### config.mk
export PLATFORM = sky130hd
export DESIGN_NAME = avb_ctrl
export DESIGN_NICKNAME = d
export VERILOG_FILES = /design/src/design/avb_pkg.sv /design/src/design/avb_ctrl.sv
export SDC_FILE = /design/constraint.sdc
export NUM_CORES = 1
export LEC_CHECK = 0
export BUFFER_PORTS_ARGS = -buffer_cell sky130_fd_sc_hd__buf_2
export CAP_MARGIN = 20
export CORE_AREA = 2 2 39 41
export CTS_BUF_LIST = sky130_fd_sc_hd__clkbuf_8 sky130_fd_sc_hd__clkbuf_16
export DETAILED_ROUTE_END_ITERATION = 7
export DIE_AREA = 0 0 41 43
export SETUP_SLACK_MARGIN = 0.2
export SYNTH_ARGS = -nofsm -noshare
export SYNTH_HDL_FRONTEND = slang
export SYNTH_SLANG_ARGS = --single-unit
### constraint.sdc
create_clock -name clk -period 1 [get_ports clk]
set_input_delay 0.1 -clock clk [delete_from_list [all_inputs] [get_ports clk]]
set_output_delay 0.1 -clock clk [all_outputs]
set_load 0.03 [all_outputs]
### src/design/avb_pkg.sv
// Shared constants, types, state codes and constant tables for the acid bass voice.
package avb_pkg;

	// Sizing
	localparam int SAMPLE_WIDTH    = 24;
	localparam int EXP_TABLE_DEPTH = 1024;
	localparam int COS_TABLE_DEPTH = 1024;
	localparam int EXP_AW          = $clog2(EXP_TABLE_DEPTH);
	localparam int COS_AW          = $clog2(COS_TABLE_DEPTH);

	// Datapath widths
	localparam int EXP_W   = 25;  // k, Q0.24, up to 1.0
	localparam int COS_W   = 26;  // cos, signed Q0.24
	localparam int W_W     = 25;  // cutoff angle, base + envelope
	localparam int X_W     = 41;  // angle times reciprocal resonance
	localparam int FRAC_W  = 30;  // fraction of w / pi
	localparam int ENV_W   = 24;
	localparam int A_W     = 27;
	localparam int B_W     = 26;
	localparam int C_W     = 28;
	localparam int PH_W    = 24;
	localparam int MUL_W   = 33;
	localparam int PROD_W  = 2 * MUL_W;
	localparam int ACC_W   = (SAMPLE_WIDTH + 28 > 50) ? SAMPLE_WIDTH + 28 : 50;
	localparam int XD_W    = X_W + $clog2(EXP_TABLE_DEPTH + 1);
	localparam int EXH_W   = XD_W - 38;
	localparam int JD_W    = FRAC_W + $clog2(COS_TABLE_DEPTH + 1);

	// Config port
	localparam int CFG_IDX_W  = 3;
	localparam int CFG_DATA_W = 25;

	// Fixed-point constants
	localparam logic [30:0] INV_PI_Q32 = 31'd1367130551;
	localparam longint      Q30_ONE    = 64'sd1073741824;
	localparam longint      TWO_PI_Q30 = 64'sd6746518852;
	localparam logic signed [PH_W:0]  PH_HALF = 25'sd4194304;
	localparam logic signed [PH_W:0]  PH_ONE  = 25'sd8388608;
	localparam logic signed [C_W-1:0] C_ONE   = 28'sd16777216;
	localparam logic signed [ACC_W-1:0] Y_MAX =
		ACC_W'((64'sd1 <<< (SAMPLE_WIDTH - 1)) - 64'sd1);
	localparam logic signed [ACC_W-1:0] Y_MIN = -Y_MAX - ACC_W'(1);

	// Register indexes
	typedef enum logic [CFG_IDX_W-1:0] {
		REG_RUN            = 3'd0,
		REG_PHASE_STEP     = 3'd1,
		REG_BASE_CUTOFF    = 3'd2,
		REG_ENV_DEPTH      = 3'd3,
		REG_ENV_DECAY_MULT = 3'd4,
		REG_INV_RES_COEFF  = 3'd5
	} cfg_idx_t;

	typedef struct packed {
		logic        run;
		logic [22:0] phase_step;
		logic [23:0] base_cutoff;
		logic [23:0] env_depth;
		logic [24:0] env_decay_mult;
		logic [15:0] inv_res_coeff;
	} cfg_t;

	// Datapath operations, one per sequencer step
	typedef enum logic [3:0] {
		OP_NONE,
		OP_X,
		OP_COS,
		OP_ENV,
		OP_KK,
		OP_A,
		OP_Y1,
		OP_Y2,
		OP_PH,
		OP_OUT
	} dp_op_t;

	typedef struct packed {
		logic   load;
		dp_op_t op;
	} dp_cmd_t;

	typedef struct packed {
		logic run;
		logic out_free;
	} dp_status_t;

	typedef enum logic [3:0] {
		ST_IDLE,
		ST_MX,
		ST_MC,
		ST_ME,
		ST_MK,
		ST_MA,
		ST_MY1,
		ST_MY2,
		ST_MP,
		ST_DONE
	} state_t;

	// exp(-16 i / D) in Q0.24: Taylor series in Q30, squared four times
	function automatic longint exp_entry(longint i);
		longint f;
		longint term;
		longint sum;
		f = (i <<< 30) / EXP_TABLE_DEPTH;
		term = Q30_ONE;
		sum = Q30_ONE;
		for (int n = 1; n <= 12; n++) begin
			term = (term * f) >>> 30;
			case (n)
				1:  term = term / 1;
				2:  term = term / 2;
				3:  term = term / 3;
				4:  term = term / 4;
				5:  term = term / 5;
				6:  term = term / 6;
				7:  term = term / 7;
				8:  term = term / 8;
				9:  term = term / 9;
				10: term = term / 10;
				11: term = term / 11;
				default: term = term / 12;
			endcase
			sum = n[0] ? sum - term : sum + term;
		end
		if (sum < 0) sum = 0;
		if (sum > Q30_ONE) sum = Q30_ONE;
		for (int n = 0; n < 4; n++)
			sum = (sum * sum + (Q30_ONE >>> 1)) >>> 30;
		return (sum + 32) >>> 6;
	endfunction

	// cos(2 pi j / D) in signed Q0.24, folded to the first quadrant
	function automatic longint cos_entry(longint j);
		longint v;
		longint x;
		longint x2;
		longint term;
		longint sum;
		logic   neg;
		v = (j <<< 30) / COS_TABLE_DEPTH;
		neg = 1'b0;
		term = Q30_ONE;
		sum = Q30_ONE;
		if (v >= (Q30_ONE >>> 1)) v = Q30_ONE - v;
		if (v > (Q30_ONE >>> 2)) begin
			neg = 1'b1;
			v = (Q30_ONE >>> 1) - v;
		end
		x = (v * TWO_PI_Q30) >>> 30;
		x2 = (x * x) >>> 30;
		for (int n = 1; n <= 8; n++) begin
			term = (term * x2) >>> 30;
			case (n)
				1: term = term / 2;
				2: term = term / 12;
				3: term = term / 30;
				4: term = term / 56;
				5: term = term / 90;
				6: term = term / 132;
				7: term = term / 182;
				default: term = term / 240;
			endcase
			sum = n[0] ? sum - term : sum + term;
		end
		if (sum < 0) sum = 0;
		sum = (sum + 32) >>> 6;
		if (sum > 64'sd16777216) sum = 64'sd16777216;
		return neg ? -sum : sum;
	endfunction

	typedef logic [EXP_W-1:0]        exp_tab_t [EXP_TABLE_DEPTH];
	typedef logic signed [COS_W-1:0] cos_tab_t [COS_TABLE_DEPTH];

	function automatic exp_tab_t gen_exp_tab();
		exp_tab_t t;
		for (int i = 0; i < EXP_TABLE_DEPTH; i++)
			t[i] = EXP_W'(exp_entry(longint'(i)));
		return t;
	endfunction

	function automatic cos_tab_t gen_cos_tab();
		cos_tab_t t;
		for (int i = 0; i < COS_TABLE_DEPTH; i++)
			t[i] = COS_W'(cos_entry(longint'(i)));
		return t;
	endfunction

	localparam exp_tab_t EXP_TAB = gen_exp_tab();
	localparam cos_tab_t COS_TAB = gen_cos_tab();

endpackage

### src/design/avb_ctrl.sv
// Sequencer that steps the shared multiplier through one sample.
module avb_ctrl (
	input  logic                clk,
	input  logic                arst_n,
	input  logic                in_valid,
	output logic                in_ready,
	input  avb_pkg::dp_status_t status,
	output avb_pkg::dp_cmd_t    cmd
);

	avb_pkg::state_t state_q;
	avb_pkg::state_t state_nxt;

	always_ff @(posedge clk or negedge arst_n) begin
		if (!arst_n) begin
			state_q <= avb_pkg::ST_IDLE;
		end else begin
			state_q <= state_nxt;
		end
	end

	// Next state and datapath command
	always_comb begin
		state_nxt = state_q;
		in_ready = 1'b0;
		cmd.load = 1'b0;
		cmd.op = avb_pkg::OP_NONE;
		unique case (state_q)
			avb_pkg::ST_IDLE: begin
				in_ready = 1'b1;
				// a tick while stopped is consumed with no effect
				if (in_valid && status.run) begin
					cmd.load = 1'b1;
					state_nxt = avb_pkg::ST_MX;
				end
			end
			avb_pkg::ST_MX: begin
				cmd.op = avb_pkg::OP_X;
				state_nxt = avb_pkg::ST_MC;
			end
			avb_pkg::ST_MC: begin
				cmd.op = avb_pkg::OP_COS;
				state_nxt = avb_pkg::ST_ME;
			end
			avb_pkg::ST_ME: begin
				cmd.op = avb_pkg::OP_ENV;
				state_nxt = avb_pkg::ST_MK;
			end
			avb_pkg::ST_MK: begin
				cmd.op = avb_pkg::OP_KK;
				state_nxt = avb_pkg::ST_MA;
			end
			avb_pkg::ST_MA: begin
				cmd.op = avb_pkg::OP_A;
				state_nxt = avb_pkg::ST_MY1;
			end
			avb_pkg::ST_MY1: begin
				cmd.op = avb_pkg::OP_Y1;
				state_nxt = avb_pkg::ST_MY2;
			end
			avb_pkg::ST_MY2: begin
				cmd.op = avb_pkg::OP_Y2;
				state_nxt = avb_pkg::ST_MP;
			end
			avb_pkg::ST_MP: begin
				cmd.op = avb_pkg::OP_PH;
				state_nxt = avb_pkg::ST_DONE;
			end
			avb_pkg::ST_DONE: begin
				// hold until the output register can take the result
				if (status.out_free) begin
					cmd.op = avb_pkg::OP_OUT;
					state_nxt = avb_pkg::ST_IDLE;
				end
			end
			default: state_nxt = avb_pkg::ST_IDLE;
		endcase
	end

endmodule

==> results.tsv <==
metric	value	unit
crit_path_start_kind	flop	
drt_pass1_iterations	4	
path_max_fanout	3	
htreeDepth	1	
crit_cells	3	
cp_top_family	simple AND/OR/NAND/NOR gates	
fin_crit	1.42	ns
grt_pass1_vias	289	
diodes	0	
synth.area.top_cells	dfrtp_1, buf_6, nor4_4, a2111oi_2, nor2b_1	
io_pins	11	
cts.clk_slew.worst_paths	0.04	ns
layout-drive-gt1-share	74.0	%
hp-class	in2async	
layout_common_cells	buf_4, buf_6, buf_2, dfrtp_2, clkbuf_8	
initial_core_util	20.6	%
final_util	39.9	%
die_w	41	um
grt_antenna_before_repair	0	
hpwl	534	um
design_area	552	um^2
critPathKind	reg2out	
rsz0062_at_grt	true	
ys_async_sr_fraction	100	%
power_density	4020	nW/um^2
sw_frac_of_total	40.5	%
worstPathBufferInverterCount	1	
avgSynthCellArea	10.6	um^2
insertion_delay	0.22	ns
cts_buffer_depth	2	
final_common_cell	buf_4	
synth.top_cell.area_share	35.1	%
r2r.worst_path.cells	4	
grt_max_degree	7	
fmax	704	MHz
whs	0.215	ns
ys_seq_elements	4	
syn_nets	32	
critPathMaxStageDelay	0.42	ns
dieHeight	43	um
status	finished with violations	
grtUsageTotal	12.2	%
yosys.area.top_type	dfrtp_1	
post-route-worst-setup-slack	-0.421	ns
slew_headroom	80.9	%
synthTopCellsByCount	dfrtp_1, buf_6, nor2b_1	
syn_area	285	um^2
cp.required	0.90	ns
p_leak	0.254	nW
pwr-share-clk	16.7	%
grt_pass1_wl	1230	um
nets	56	
maxCapViolCount	0	
worst_pin_slew	0.285	ns
grt_remaining_overflow	0	
drt_iter0_drc	3	
wl_per_cell	13.1	um
core-area	1380	um^2
place_congestion	0.793	
vdd_drop_max	1.44	mV
hold_viol_final	0	
largest_reg_flops	4	
maxSlewViolCount	0	
cp_cell_sequence	nor4_4 -> and3_4 -> buf_6	
cts_tree	done	
synth-seq-area-share	35.1	%
final_cells	66	
violations	negative setup slack	
p_switching	0.899	mW
setup_violations	10	
syn_inst	27	
fin_crit_sh	142	%
ant_nets	0	
internal_power	1.32	mW
post_drt_via_cell_ratio	4.52	
total_power	2.22	mW
vias	298	
clkSinkCount	4	
seqPwrFrac	18.8	%
worstPathArrival	1.32	ns
root_buffer	clkbuf_8	
crit_slowest_cell	dfrtp_2	
synth_most_common_cell	dfrtp_1	
synth_ff_type	dfrtp_1	
max_flop_register	state_q	
placed_cell_area	407	um^2
reg_top3	state_q: 4 flops	
dp.cells	58	
rows	14	
numCtsBuffers	3	
yosysWarnings	0	
end_kind	primary output	
p_comb_share	64.6	%
fillers	141	
dieArea	1760	um^2
io_buffers	10	
synth_edf_count	0	
clock_skew	0.00160	ns
synthToLayoutAreaGrowth	93.4	%
routed_wl	862	um
drc	0	
synth_cell_types	22	
==> per-layer routing <==
metal	GRT usage, %	up-vias	wire length, um
li1	-	141	-
met3	9.95	2	75
met2	16.3	9	449
met4	10.0	0	22
met5	0	-	0
met1	11.4	146	315
==> through the flow <==
| stage | setup slack, ns | TNS (ns) |
|---|---|---|
| finish | -0.421 | -2.28 |
| global placement | -0.242 | -0.933 |
| global route | -0.483 | -2.74 |
| CTS | -0.413 | -2.19 |
| detailed placement | -0.291 | -1.11 |
| floorplan | -0.422 | -0.959 |
==> path summary, 6_finish.rpt <==
path / end / slack [ns] / start
max reg2reg: state_q[3] / -0.25 / state_q[0]
min reg2reg: state_q[2] / 0.60 / state_q[3]
max in group asynchronous: state_q[0] / 0.65 / arst_n
min in group clk: state_q[0] / 0.23 / status[1]
min: state_q[2] / 0.22 / arst_n
max: cmd[4] / -0.42 / state_q[3]
==> timing repair <==
item | in CTS | in global routing
buffers inserted | 2 | 1
endpoints found under the hold margin | 4 | 0
resized for setup | 17 | 3
hold buffers | 1 | 0
setup endpoints to repair | 10 | 10
pin swaps | 2 | 1
gates cloned | 0 | 0
==> worst reg2reg max path, stage by stage (launching register included) <==
cell	delay [ns]
dfrtp_2	0.43
buf_4	0.16
buf_4	0.13
a211o_1	0.31
o21ai_1	0.14
==> power groups by stage <==
stage | Clock [mW] | Sequential, mW | Combinational (mW)
global placement | 0 | 0.395 | 1.05
detailed placement | 0 | 0.402 | 1.06
CTS | 0.370 | 0.408 | 1.35
finish | 0.370 | 0.417 | 1.43
global route | 0.394 | 0.432 | 1.52
floorplan | 0 | 0.318 | 0.864
==> cells by family (layout without fill, tap and decap cells) <==
family / count (synthesis) / in the layout / share of synthesized area, %
AND/OR/NAND/NOR: 9 / 9 / 25.9
XOR/XNOR: 1 / 1 / 3.07
buffers and inverters: 5 / 28 / 13.2
AO/OA/AOI/OAI: 8 / 8 / 22.8
flip-flops: 4 / 4 / 35.1
==> final cells by class <==
cell class / instances / area (um^2) / share of cell area, %
multi-input cells: 18 / 186 / 33.8
flip-flops and latches: 4 / 105 / 19.0
well taps: 16 / 20.0 / 3.63
clock buffers: 3 / 41.3 / 7.48
inverters: 2 / 7.51 / 1.36
repair buffers: 22 / 188 / 34.0
clock inverters: 1 / 3.75 / 0.680
Power figures use the tool's default switching activity.
