==> config.mk <==
export PLATFORM = sky130hd
export DESIGN_NAME = avb_regs_flat
export DESIGN_NICKNAME = d
export VERILOG_FILES = /design/src/design/avb_pkg.sv /design/src/design/avb_ifs.sv /design/src/design/avb_regs.sv /design/src/flat_wrapper.sv
export SDC_FILE = /design/constraint.sdc
export NUM_CORES = 1
export LEC_CHECK = 0
export ABC_AREA = 1
export BUFFER_PORTS_ARGS = -buffer_cell sky130_fd_sc_hd__clkbuf_2
export CAP_MARGIN = 20
export CORE_MARGIN = 3
export CORE_UTILIZATION = 50
export DETAILED_ROUTE_END_ITERATION = 16
export GPL_ROUTABILITY_DRIVEN = 0
export HOLD_SLACK_MARGIN = 0.05
export PLACE_DENSITY = 0.83
export SLEW_MARGIN = 20
export SYNTH_ARGS = -nofsm -noshare
export SYNTH_HDL_FRONTEND = slang
export SYNTH_SLANG_ARGS = --single-unit
==> constraint.sdc <==
create_clock -name clk -period 0.8 [get_ports clk]
set_input_delay 0.04 -clock clk [delete_from_list [all_inputs] [get_ports clk]]
set_output_delay 0.04 -clock clk [all_outputs]
set_load 0.1 [all_outputs]
==> src/design/avb_pkg.sv <==
// Shared constants, types, state codes and constant tables for the acid bass voice.
package avb_pkg;

	// Sizing
	localparam int SAMPLE_WIDTH    = 24;
	localparam int EXP_TABLE_DEPTH = 1024;
	localparam int COS_TABLE_DEPTH = 1024;
	localparam int EXP_AW          = $clog2(EXP_TABLE_DEPTH);
	localparam int COS_AW          = $clog2(COS_TABLE_DEPTH);

	// Datapath widths
	localparam int EXP_W   = 25;  // k, Q0.24, up to 1.0
	localparam int COS_W   = 26;  // cos, signed Q0.24
	localparam int W_W     = 25;  // cutoff angle, base + envelope
	localparam int X_W     = 41;  // angle times reciprocal resonance
	localparam int FRAC_W  = 30;  // fraction of w / pi
	localparam int ENV_W   = 24;
	localparam int A_W     = 27;
	localparam int B_W     = 26;
	localparam int C_W     = 28;
	localparam int PH_W    = 24;
	localparam int MUL_W   = 33;
	localparam int PROD_W  = 2 * MUL_W;
	localparam int ACC_W   = (SAMPLE_WIDTH + 28 > 50) ? SAMPLE_WIDTH + 28 : 50;
	localparam int XD_W    = X_W + $clog2(EXP_TABLE_DEPTH + 1);
	localparam int EXH_W   = XD_W - 38;
	localparam int JD_W    = FRAC_W + $clog2(COS_TABLE_DEPTH + 1);

	// Config port
	localparam int CFG_IDX_W  = 3;
	localparam int CFG_DATA_W = 25;

	// Fixed-point constants
	localparam logic [30:0] INV_PI_Q32 = 31'd1367130551;
	localparam longint      Q30_ONE    = 64'sd1073741824;
	localparam longint      TWO_PI_Q30 = 64'sd6746518852;
	localparam logic signed [PH_W:0]  PH_HALF = 25'sd4194304;
	localparam logic signed [PH_W:0]  PH_ONE  = 25'sd8388608;
	localparam logic signed [C_W-1:0] C_ONE   = 28'sd16777216;
	localparam logic signed [ACC_W-1:0] Y_MAX =
		ACC_W'((64'sd1 <<< (SAMPLE_WIDTH - 1)) - 64'sd1);
	localparam logic signed [ACC_W-1:0] Y_MIN = -Y_MAX - ACC_W'(1);

	// Register indexes
	typedef enum logic [CFG_IDX_W-1:0] {
		REG_RUN            = 3'd0,
		REG_PHASE_STEP     = 3'd1,
		REG_BASE_CUTOFF    = 3'd2,
		REG_ENV_DEPTH      = 3'd3,
		REG_ENV_DECAY_MULT = 3'd4,
		REG_INV_RES_COEFF  = 3'd5
	} cfg_idx_t;

	typedef struct packed {
		logic        run;
		logic [22:0] phase_step;
		logic [23:0] base_cutoff;
		logic [23:0] env_depth;
		logic [24:0] env_decay_mult;
		logic [15:0] inv_res_coeff;
	} cfg_t;

	// Datapath operations, one per sequencer step
	typedef enum logic [3:0] {
		OP_NONE,
		OP_X,
		OP_COS,
		OP_ENV,
		OP_KK,
		OP_A,
		OP_Y1,
		OP_Y2,
		OP_PH,
		OP_OUT
	} dp_op_t;

	typedef struct packed {
		logic   load;
		dp_op_t op;
	} dp_cmd_t;

	typedef struct packed {
		logic run;
		logic out_free;
	} dp_status_t;

	typedef enum logic [3:0] {
		ST_IDLE,
		ST_MX,
		ST_MC,
		ST_ME,
		ST_MK,
		ST_MA,
		ST_MY1,
		ST_MY2,
		ST_MP,
		ST_DONE
	} state_t;

	// exp(-16 i / D) in Q0.24: Taylor series in Q30, squared four times
	function automatic longint exp_entry(longint i);
		longint f;
		longint term;
		longint sum;
		f = (i <<< 30) / EXP_TABLE_DEPTH;
		term = Q30_ONE;
		sum = Q30_ONE;
		for (int n = 1; n <= 12; n++) begin
			term = (term * f) >>> 30;
			case (n)
				1:  term = term / 1;
				2:  term = term / 2;
				3:  term = term / 3;
				4:  term = term / 4;
				5:  term = term / 5;
				6:  term = term / 6;
				7:  term = term / 7;
				8:  term = term / 8;
				9:  term = term / 9;
				10: term = term / 10;
				11: term = term / 11;
				default: term = term / 12;
			endcase
			sum = n[0] ? sum - term : sum + term;
		end
		if (sum < 0) sum = 0;
		if (sum > Q30_ONE) sum = Q30_ONE;
		for (int n = 0; n < 4; n++)
			sum = (sum * sum + (Q30_ONE >>> 1)) >>> 30;
		return (sum + 32) >>> 6;
	endfunction

	// cos(2 pi j / D) in signed Q0.24, folded to the first quadrant
	function automatic longint cos_entry(longint j);
		longint v;
		longint x;
		longint x2;
		longint term;
		longint sum;
		logic   neg;
		v = (j <<< 30) / COS_TABLE_DEPTH;
		neg = 1'b0;
		term = Q30_ONE;
		sum = Q30_ONE;
		if (v >= (Q30_ONE >>> 1)) v = Q30_ONE - v;
		if (v > (Q30_ONE >>> 2)) begin
			neg = 1'b1;
			v = (Q30_ONE >>> 1) - v;
		end
		x = (v * TWO_PI_Q30) >>> 30;
		x2 = (x * x) >>> 30;
		for (int n = 1; n <= 8; n++) begin
			term = (term * x2) >>> 30;
			case (n)
				1: term = term / 2;
				2: term = term / 12;
				3: term = term / 30;
				4: term = term / 56;
				5: term = term / 90;
				6: term = term / 132;
				7: term = term / 182;
				default: term = term / 240;
			endcase
			sum = n[0] ? sum - term : sum + term;
		end
		if (sum < 0) sum = 0;
		sum = (sum + 32) >>> 6;
		if (sum > 64'sd16777216) sum = 64'sd16777216;
		return neg ? -sum : sum;
	endfunction

	typedef logic [EXP_W-1:0]        exp_tab_t [EXP_TABLE_DEPTH];
	typedef logic signed [COS_W-1:0] cos_tab_t [COS_TABLE_DEPTH];

	function automatic exp_tab_t gen_exp_tab();
		exp_tab_t t;
		for (int i = 0; i < EXP_TABLE_DEPTH; i++)
			t[i] = EXP_W'(exp_entry(longint'(i)));
		return t;
	endfunction

	function automatic cos_tab_t gen_cos_tab();
		cos_tab_t t;
		for (int i = 0; i < COS_TABLE_DEPTH; i++)
			t[i] = COS_W'(cos_entry(longint'(i)));
		return t;
	endfunction

	localparam exp_tab_t EXP_TAB = gen_exp_tab();
	localparam cos_tab_t COS_TAB = gen_cos_tab();

endpackage

==> src/design/avb_ifs.sv <==


interface avb_cfg_if;
	logic                            valid;
	logic                            ready;
	logic [avb_pkg::CFG_IDX_W-1:0]  index;
	logic [avb_pkg::CFG_DATA_W-1:0] data;
	modport source (output valid, index, data, input ready);
	modport sink (input valid, index, data, output ready);
endinterface

==> src/design/avb_regs.sv <==
// Configuration register file, written through the config channel.
module avb_regs (
	input  logic          clk,
	input  logic          arst_n,
	avb_cfg_if.sink       cfg,
	output avb_pkg::cfg_t regs
);

	avb_pkg::cfg_t cfg_q;

	// Writes are always taken
	assign cfg.ready = 1'b1;
	assign regs = cfg_q;

	always_ff @(posedge clk or negedge arst_n) begin
		if (!arst_n) begin
			cfg_q <= '{run: 1'b0, phase_step: '0, base_cutoff: '0, env_depth: '0,
				env_decay_mult: '0, inv_res_coeff: 16'd4096};
		end else if (cfg.valid) begin
			unique case (avb_pkg::cfg_idx_t'(cfg.index))
				avb_pkg::REG_RUN:            cfg_q.run <= cfg.data[0];
				avb_pkg::REG_PHASE_STEP:     cfg_q.phase_step <= cfg.data[22:0];
				avb_pkg::REG_BASE_CUTOFF:    cfg_q.base_cutoff <= cfg.data[23:0];
				avb_pkg::REG_ENV_DEPTH:      cfg_q.env_depth <= cfg.data[23:0];
				avb_pkg::REG_ENV_DECAY_MULT: cfg_q.env_decay_mult <= cfg.data[24:0];
				avb_pkg::REG_INV_RES_COEFF:  cfg_q.inv_res_coeff <= cfg.data[15:0];
				default: ;
			endcase
		end
	end

endmodule

==> src/flat_wrapper.sv <==
// flat-port wrapper written by rule: the top's interface ports become plain ports
module avb_regs_flat 
  (clk, arst_n, regs, cfg_valid, cfg_index, cfg_data, cfg_ready);
  avb_cfg_if cfg_i ();
  input  logic clk;
  input  logic arst_n;
  output avb_pkg::cfg_t regs;
  input wire logic [$bits(cfg_i.valid)-1:0] cfg_valid;
  input wire logic [$bits(cfg_i.index)-1:0] cfg_index;
  input wire logic [$bits(cfg_i.data)-1:0] cfg_data;
  output wire logic [$bits(cfg_i.ready)-1:0] cfg_ready;
  assign cfg_i.valid = cfg_valid;
  assign cfg_i.index = cfg_index;
  assign cfg_i.data = cfg_data;
  assign cfg_ready = cfg_i.ready;
  avb_regs u_core (.clk(clk), .arst_n(arst_n), .cfg(cfg_i), .regs(regs));
endmodule
==> out/results.tsv, run 1 <==
metric	value	unit
status	aborted with a tool error	
Stopped at	clock tree synthesis (4_1_cts)	
Error	[ERROR DPL-0038] Utilization greater than 100%, impossible to legalize	
post-synthesis mux area share	0	
simple-gate share of the synthesized area	0.330	
Syn Std Cell Area	4460	um2
post-synthesis cell type count	14	
CTS sink cnt	113	
XOR/XNOR share of the synthesized area	0	
io pins	145	
Seq/Total Area, Yosys	0.634	
Post-Place Cells	745	
Post-CTS Setup Inserts	37	
Net Count, Synth	532	
pre-CTS setup slack	-292	ps
htree depth	4	
top-area cell type share of the netlist area	0.628	
clock buffer count from CTS	17	
Post-CTS Resized	83	
largest cells by area after synthesis	dfrtp_1 (63%), nand2_1 (23%), nand3_1 (8.2%)	
Post-DP HPWL	12400	um
buffer levels on the longest clock path	2	
port bufs	143	
Yosys top cell by area	dfrtp_1	
largest family of logic cells by synthesized area	simple AND/OR/NAND/NOR gates	
Cells after Synth	501	
Die H	100	um
# rows	33	
starting density of the core	0.530	
die width	100	um
hold_buf cts	26	
area share of fa/ha/maj cells after synthesis	0	
clk root buf	clkbuf_8	
synthesized area per cell	8.90	um2
Synth Area in Compound Gates	0	
Syn. warnings	0	
Seq cells post-synth	113	
==> Yosys cell counts <==
cell type    n
nor2_2       1
buf_2       15
dfstp_2      1
dfrtp_1    112
nand2_2      4
clkbuf_1     6
conb_1       1
nor2_4       5
inv_1        1
inv_2        5
nand2_1    272
nand3_1     73
buf_1        1
buf_4        4
==> logic make-up after synthesis <==
kind of cell	Yosys count
and+or+nand+nor	355
DFF	113
buffers and inverters	32
other	1
==> stage by stage <==
stage | util | instance area [um2]
3_3_place_gp | 0.902 | 7600
3_5_place_dp | 0.902 | 7600
2_1_floorplan | - | 4880
==> run 2: changes to the inputs <==
CORE_UTILIZATION = 37   (was 50)
HOLD_SLACK_MARGIN = default   (was 0.05)
PLACE_DENSITY = default   (was 0.83)
PLACE_DENSITY_LB_ADDON = 0.15   (was default)
==> run 2 against run 1 <==
The flow now finishes, with violations (setup timing); synthesized area is the same; synthesized cell count did not move.
==> out/results.tsv, run 2 <==
metric	value	unit	change
max-cap violations	0		
Max FO, Critical Path	2		
worst-path cell chain	buf_12		
post-route minimum period	1230	ps	
Max Slew Vio Count	0		
starting density of the core	0.384		-0.145
global-route wire length before repair	22000	um	
Iter 0 DRT Violations	252		
post-synthesis cell type count	14		unchanged
clk root buf	clkbuf_16		
Seq/Total Area, Yosys	0.634		unchanged
drt pass-1 iters	5		
Worst R2R Start	u_core.regs[29]$_DFFE_PN0P_		
GRT Residual Overflow	0		
most frequent cells in the layout	nand2_1 (264), buf_12 (122), dfrtp_4 (111)		
core area	11600	um2	
R2R depth	4		
Antenna Nets Post-Route	0		
top-area cell type share of the netlist area	0.628		unchanged
data required time of the worst path	760	ps	
most numerous cell in the Yosys netlist	nand2_1		
commonest non-fill, non-tap cell in the layout	nand2_1		
HP Start	cfg_index[2]		
Die Area	13400	um2	
pre-CTS setup slack	-158	ps	+134 ps
commonest cells in the synthesized netlist	nand2_1 (272), dfrtp_1 (112), nand3_1 (73)		
WHS Endpoint	u_core.regs[66]$_DFFE_PN0P_		
clk slew on worst S/H paths	50	ps	
TritonCTS clock tree	done		
final worst slack	-434	ps	
vias in the first global route	4103		
Syn. warnings	0		unchanged
RSZ-0062 raised after global routing	yes		
die width	116	um	+15%
# rows	39		+18%
largest cells by area after synthesis	dfrtp_1 (63%), nand2_1 (23%), nand3_1 (8.2%)		
peak supply drop	1740	uV	
WHS Path Cells	5		
synthesized area per cell	8.90	um2	unchanged
clock buffer count from CTS	17		unchanged
buffer levels on the longest clock path	2		unchanged
main flop type after synthesis	dfrtp_1		
leakage power	0.00404	uW	
met2 global-route usage	0.345		
Die H	116	um	+15%
DRC	0		
CTS sink cnt	113		unchanged
Via Count	4123		
Area growth, synth to finish	93.8	%	
GR Util met1	0.273		
Worst Skew	0	ps	
Post-Place Cell Area	7650	um2	+0.69%
Power Density	3560	nW/um2	
Avg WL per Cell	16.4	um	
final instance area	8640	um2	
Non-Filler Instances	854		
Seq cells post-synth	113		unchanged
drt via density	4.83		
htree depth	4		unchanged
GRT met3 Usage	0.0768		
clock insertion delay at the later pin of the skew report	400	ps	
setup TNS	-34300	ps	
Post-DP HPWL	10000	um	-19%
Net Count, Synth	532		unchanged
Syn Std Cell Area	4460	um2	unchanged
terminus of the critical flop-to-flop path	u_core.regs[29]$_DFFE_PN0P_		
most used routing layer	met2		
Slowest cell on crit path	dfstp_4		
routed wire length	14000	um	
WS Path Type	flop to output pin		
Final period util	1.54		
Post-synth ARST share	1.00		unchanged
f_max	810	MHz	
Cells after Synth	501		unchanged
WP data arrival	1190	ps	
io pins	145		unchanged
number of synthesized flops with an enable pin	0		unchanged
failing checks	setup timing		
share of layout cells above drive strength 1	0.487		
Final nets	730		
Diodes inserted	0		
Yosys top cell by area	dfrtp_1		
Final Hold Fails	0		
initial antenna violation count	0		
Critical Path Start Type	flop		
post-layout util	0.744		
gr usage total	0.216		
port bufs	143		unchanged
Setup crit end kind	output pin		
Post-Place Cells	787		+5.6%
largest net degree at the start of global routing	62		
Min-Delay Path Class	input port to flop		
max FFs per register	113		
crit-path leading delay family	flip-flops		
worst path bufs/invs	1		
final setup vio count	119		
max incr delay on CP	620	ps	
status	complete, but fails checks		
worst reg2reg setup slack	-110	ps	
[run 2: cell counts after synthesis]
No cell type changed its count.
[run 2: how the worst max path moves through the flow]
stage | slack, ps | from | end | depth (start not counted)
after global routing | -470 | u_core.regs[12]$_DFFE_PN1P_ | regs[12] | 1
final | -430 | u_core.regs[12]$_DFFE_PN1P_ | regs[12] | 1
after floorplan | -160 | u_core.regs[12]$_DFFE_PN1P_ | u_core.regs[12]$_DFFE_PN1P_ | 2
after CTS | -450 | u_core.regs[12]$_DFFE_PN1P_ | regs[12] | 1
after detailed placement | -160 | cfg_index[0] | u_core.regs[63]$_DFFE_PN0P_ | 7
after global placement | -130 | cfg_index[0] | u_core.regs[53]$_DFFE_PN0P_ | 7
[run 2: cell families after synthesis]
logic type,after synthesis,share of synthesized area
and+or+nand+nor,355,0.330
DFF,113,0.634
buffers and inverters,32,0.0345
other,1,0.000841
[run 2: where the power goes]
| group | total (uW) | switching, uW | internal, uW | leakage [uW] |
|---|---|---|---|---|
| logic | 14600 | 9710 | 4930 | 0.00248 |
| clock network | 7410 | 2460 | 4950 | 0.000286 |
| registers | 8760 | 1240 | 7510 | 0.00127 |
| total | 30800 | 13400 | 17400 | 0.00404 |
[run 2: repair_timing]
action / CTS / global route
hold buffers: 26 / 0
endpoints found under the hold margin: 226 / 0
pin swaps: 0 / 0
endpoints found under the setup margin: 113 / 119
gates resized for setup: 9 / 13
buffers inserted: 5 / 9
[run 2: metal layers]
layer,vias to the layer above,share of wire
met5,-,0
met4,0,0.025
met3,24,0.066
met2,129,0.50
met1,2007,0.41
li1,1963,-
[run 2: layout make-up]
cell class                 count  area [um2]
clock buffer                  22         494
clock inverter                 9         105
fill                         786        2970
inverter                       6        22.5
multi-input combinational    356        1500
sequential                   113        3250
tap                          143         179
timing repair buffer         205        3100
[run 2: per-stage QoR]
stage | total power, uW | hold slack [ps]
3_3_place_gp | 23000 | 66.0
5_1_grt | 31800 | 110
4_1_cts | 30900 | 88.3
6_report | 30800 | 100
2_1_floorplan | 17100 | -256
3_5_place_dp | 23200 | 66.2
(Power assumes the default switching activity.)
==> run 3: changes to the inputs <==
ABC_AREA = default   (was 1)
==> run 3 against run 2 <==
The flow still finishes with violations (setup timing); core utilization grew 15 points; cell count shrank 11%; die area grew 0.80%; clock power shrank 3%; combinational power grew 53%; clock skew is the same; setup slack lost 21 ps; largest power group unchanged; sequential share of layout area shrank 6.5 points; critical path depth is the same; power grew 25%; largest cell class is now buffers.
==> out/results.tsv, run 3 <==
metric	value	unit	change
htree depth	4		unchanged
crit-path leading delay family	flip-flops		
Post-synth ARST share	1.00		unchanged
f_max	797	MHz	-1.7%
max-cap violations	0		unchanged
hold_ws	60.8	ps	-39.1 ps
Max FO, Critical Path	2		unchanged
port bufs	143		unchanged
max incr delay on CP	630	ps	about the same
starting density of the core	0.386		+0.00161
gr usage total	0.235		+0.0182
Worst Skew	0	ps	unchanged
Post-DP HPWL	9100	um	-9.2%
Worst R2R Start	u_core.regs[26]$_DFFE_PN0P_		
Slowest cell on crit path	dfstp_4		
Syn. warnings	0		unchanged
terminus of the critical flop-to-flop path	u_core.regs[26]$_DFFE_PN0P_		
clk slew on worst S/H paths	60	ps	about the same
Power Density	3680	nW/um2	+3.4%
core area	11700	um2	+0.42%
Final nets	636		-13%
Final period util	1.57		+0.0263
RSZ-0062 raised after global routing	yes		
failing checks	setup timing		
synthesized area per cell	18.3	um2	+110%
worst reg2reg setup slack	-300	ps	-190 ps
leakage power	0.00478	uW	+18%
Critical Path Start Type	flop		
Final Hold Fails	0		unchanged
main flop type after synthesis	dfrtp_1		
drt pass-1 iters	4		-1
status	complete, but fails checks		
Post-Place Cells	648		-18%
number of synthesized flops with an enable pin	0		unchanged
Die H	116	um	+0.40%
DRC	0		unchanged
Synth Area in Compound Gates	0		unchanged
peak supply drop	2730	uV	+57%
CTS sink cnt	113		unchanged
Max Slew Vio Count	0		unchanged
Iter 0 DRT Violations	141		-44%
post-route minimum period	1260	ps	+21.1 ps
commonest non-fill, non-tap cell in the layout	buf_6		
final worst slack	-455	ps	-21.1 ps
WP data arrival	1220	ps	+30 ps
Min-Delay Path Class	input port to async pin		
clock insertion delay at the later pin of the skew report	410	ps	about the same
most numerous cell in the Yosys netlist	dfrtp_1		
Via Count	3577		-13%
data required time of the worst path	760	ps	about the same
worst-path cell chain	buf_12		
simple-gate share of the synthesized area	0.0170		-0.313
vias in the first global route	4023		-1.9%
Diodes inserted	0		unchanged
share of layout cells above drive strength 1	0.950		+0.463
buffer levels on the longest clock path	2		unchanged
max FFs per register	113		unchanged
TritonCTS clock tree	done		
die width	116	um	+0.40%
WS Path Type	flop to output pin		
R2R depth	3		-1
Seq/Total Area, Yosys	0.629		-0.00529
io pins	145		unchanged
most frequent cells in the layout	buf_6 (167), buf_12 (121), dfrtp_4 (112)		
initial antenna violation count	0		unchanged
post-synthesis cell type count	12		-2
clock buffer count from CTS	17		unchanged
largest family of logic cells by synthesized area	multiplexers		
largest cells by area after synthesis	dfrtp_1 (62%), mux2_2 (17%), mux2_4 (15%)		
area share of fa/ha/maj cells after synthesis	0		unchanged
final setup vio count	226		+90%
drt via density	4.71		-2.4%
# rows	39		unchanged
Syn Std Cell Area	4500	um2	+0.84%
Area growth, synth to finish	133	%	
Seq cells post-synth	113		unchanged
commonest cells in the synthesized netlist	dfrtp_1 (112), mux2_2 (67), mux2_4 (46)		
Cells after Synth	246		-51%
Net Count, Synth	277		-48%
global-route wire length before repair	23300	um	+5.9%
Antenna Nets Post-Route	0		unchanged
area occupied by multi-input gates	1700	um2	+14%
Avg WL per Cell	21.3	um	+30%
post-synthesis mux area share	0.321		+0.321
Non-Filler Instances	759		-11%
GRT Residual Overflow	0		unchanged
largest net degree at the start of global routing	30		-52%
top-area cell type share of the netlist area	0.623		-0.00524
worst path bufs/invs	1		unchanged
register area	3250	um2	about the same
Setup crit end kind	output pin		
Yosys top cell by area	dfrtp_1		
routed wire length	16100	um	+15%
XOR/XNOR share of the synthesized area	0		unchanged
clk root buf	clkbuf_16		
Die Area	13500	um2	+0.80%
final-layout fill cell count	426		-46%
## run 3: changes by cell type after synthesis, moves of 3 or more
cell      previous run  this run
and4bb_1             0         3
buf_2               15         2
buf_6                0         7
clkbuf_1             6         0
inv_2                5         0
mux2_2               0        67
mux2_4               0        46
nand2_1            272         0
nand2_2              4         0
nand3_1             73         0
nor2_4               5         0
## run 3: cell families (layout without fill, tap and decap cells)
kind of cell / count (synthesis) / count (layout)
buffers and inverters: 13 / 383
DFF: 113 / 113
muxes: 113 / 113
other: 1 / 1
and+or+nand+nor: 6 / 6
## run 3: what timing repair did
action                                  in CTS  in global routing
hold buffers                                26                  0
buffers inserted                            27                 37
endpoints found under the setup margin     226                226
endpoints found under the hold margin      225                  0
gates resized for setup                    143                 44
## run 3: power by group
part	internal (uW)	switching [uW]	total (uW)
sequential	7820	1170	9000
combinational	9990	12400	22400
clock	4620	2610	7220
total	22400	16200	38600
## run 3: area by class of cell
cell class                 count  area share
multi-input combinational    120       0.162
tap                          143      0.0171
clock inverter                 6     0.00526
clock buffer                  24      0.0479
timing repair buffer         353       0.457
sequential                   113       0.311
## run 3: stage by stage
stage	setup WS, ps	util	TNS [ps]	area, um2	total power [uW]
detailed placement	-442	0.735	-40780	8580	28600
global route	-492	0.898	-64600	10500	39700
global placement	-397	0.735	-38060	8580	28400
finish	-455	0.898	-59380	10500	38600
CTS	-470	0.869	-56720	10100	37600
floorplan	-227	-	-25120	5070	19800
## run 3: layer usage
layer	vias up	track usage	share of wire
met5	-	0	0
li1	1579	-	-
met3	24	0.0782	0.050
met2	108	0.397	0.53
met1	1866	0.283	0.40
met4	0	0.0758	0.019
## run 3: worst max path at each step
stage	start	to	depth (start not counted)
floorplan	u_core.regs[101]$_DFFE_PN0P_	u_core.regs[101]$_DFFE_PN0P_	1
global placement	cfg_index[0]	u_core.regs[17]$_DFFE_PN0P_	4
detailed placement	cfg_index[0]	u_core.regs[16]$_DFFE_PN0P_	4
CTS	u_core.regs[12]$_DFFE_PN1P_	regs[12]	1
global route	u_core.regs[12]$_DFFE_PN1P_	regs[12]	1
finish	u_core.regs[12]$_DFFE_PN1P_	regs[12]	1
==> run 4: changes to the inputs <==
clock period = 1.4 ns   (was 0.8 ns; I/O delays follow)
==> run 4 against run 3 <==
The flow now finishes without violations; core utilization is 37 points lower; worst hold slack improved by 46 ps; register-to-register slack gained 920 ps; critical path depth unchanged; die area is the same.
==> out/results.tsv, run 4 (synthesis gave the netlist of run 3 again) <==
metric	value	unit	change
routed wire length	10200	um	-37%
clk slew on worst S/H paths	50	ps	about the same
Via Count	2726		-24%
Post-CTS Setup Inserts	0		-100%
Post-Place Cell Area	5390	um2	-37%
Die Area	13500	um2	unchanged
R2R depth	1		-2
DRC	0		unchanged
Area growth, synth to finish	38.1	%	
Slowest cell on crit path	clkbuf_2		
worst reg2reg setup slack	620	ps	+920 ps
setup TNS	0	ps	+59380 ps
clock buffer count from CTS	17		unchanged
global-route wire length before repair	16100	um	-31%
status	finished clean		
data required time of the worst path	1330	ps	+570 ps
vias in the first global route	2935		-27%
most frequent cells in the layout	clkbuf_2 (141), dfrtp_1 (112), mux2_2 (67)		
WHS Path Cells	3		
Final Hold Fails	0		unchanged
Final period util	0.944		
HP Start	cfg_index[2]		
largest net degree at the start of global routing	63		+110%
# rows	39		unchanged
CTS sink cnt	113		unchanged
hold_ws	107	ps	+46.3 ps
core area	11700	um2	unchanged
drt pass-1 iters	4		unchanged
io pins	145		unchanged
Max FO, Critical Path	2		unchanged
WS Path Type	flop to output pin		
gr usage total	0.161		-0.0737
Diodes inserted	0		unchanged
Max Slew Vio Count	0		unchanged
worst path bufs/invs	1		unchanged
share of layout cells above drive strength 1	0.680		-0.270
Worst Skew	0	ps	unchanged
Setup crit end kind	output pin		
terminus of the critical flop-to-flop path	u_core.regs[24]$_DFFE_PN0P_		
port bufs	143		unchanged
Antenna Nets Post-Route	0		unchanged
max-cap violations	0		unchanged
max incr delay on CP	480	ps	-150 ps
GRT Residual Overflow	0		unchanged
Post-DP HPWL	6710	um	-26%
die width	116	um	unchanged
Worst R2R Start	u_core.regs[24]$_DFFE_PN0P_		
final instance area	6210	um2	-41%
commonest non-fill, non-tap cell in the layout	clkbuf_2		
clock insertion delay at the later pin of the skew report	400	ps	about the same
Iter 0 DRT Violations	88		-38%
clk root buf	clkbuf_16		
drt via density	4.68		-0.78%
max FFs per register	113		unchanged
RSZ-0062 raised after global routing	no		
post-route minimum period	1320	ps	
Rel. slew slack	0.619		
htree depth	4		unchanged
WP data arrival	1250	ps	+30 ps
Min-Delay Path Class	input port to flop		
starting density of the core	0.386		unchanged
Final nets	460		-28%
WHS Endpoint	u_core.regs[112]$_DFFE_PN0P_		
crit-path leading delay family	buffers and inverters		
worst-path cell chain	clkbuf_2		
buffer levels on the longest clock path	2		unchanged
TritonCTS clock tree	done		
pre-CTS setup slack	145	ps	+587 ps
initial antenna violation count	0		unchanged
worst slew pin tran	574	ps	
final setup vio count	0		-100%
final worst slack	78.2	ps	+533 ps
Levels on crit path	1		unchanged
f_max	757	MHz	
Die H	116	um	unchanged
Avg WL per Cell	17.5	um	-18%
Critical Path Start Type	flop		
==> run 4: through the flow <==
stage | cells | utilization
after global routing | 583 | 0.532
after CTS | 583 | 0.532
final | 583 | 0.532
after floorplan | 246 | -
after global placement | 527 | 0.462
after detailed placement | 527 | 0.462
==> run 4: layout make-up <==
type	count	area, um2
Timing Repair Buffer	177	1120
Clock buffer	25	536
Fill cell	984	5450
Clock inverter	5	25.0
Tap cell	143	179
Sequential cell	113	2830
Multi-Input combinational cell	120	1530
==> run 4: worst max path at each step <==
| stage | startpoint | endpoint | slack [ps] |
|---|---|---|---|
| 6_report | u_core.regs[27]$_DFFE_PN0P_ | regs[27] | 80 |
| 5_1_grt | u_core.regs[27]$_DFFE_PN0P_ | regs[27] | 20 |
| 4_1_cts | u_core.regs[27]$_DFFE_PN0P_ | regs[27] | 50 |
| 3_3_place_gp | cfg_index[0] | u_core.regs[66]$_DFFE_PN0P_ | 160 |
| 2_1_floorplan | u_core.regs[0]$_DFFE_PN0P_ | u_core.regs[0]$_DFFE_PN0P_ | 140 |
| 3_5_place_dp | cfg_index[0] | u_core.regs[65]$_DFFE_PN0P_ | 140 |
==> run 4: layer usage <==
layer / vias up / track usage / wire (um)
li1: 1244 / - / -
met1: 1379 / 0.200 / 4580
met2: 88 / 0.253 / 4860
met3: 15 / 0.0585 / 608
met4: 0 / 0.0704 / 171
met5: - / 0 / 0
==> run 4: what timing repair did <==
action / in CTS / in global routing
gates resized for setup: 0 / 0
endpoints found under the hold margin: 226 / 0
hold buffers: 26 / 0
Power of run 4 is not shown: default switching activity piles up to over one toggle a cycle in this logic, so the estimate is an artifact.
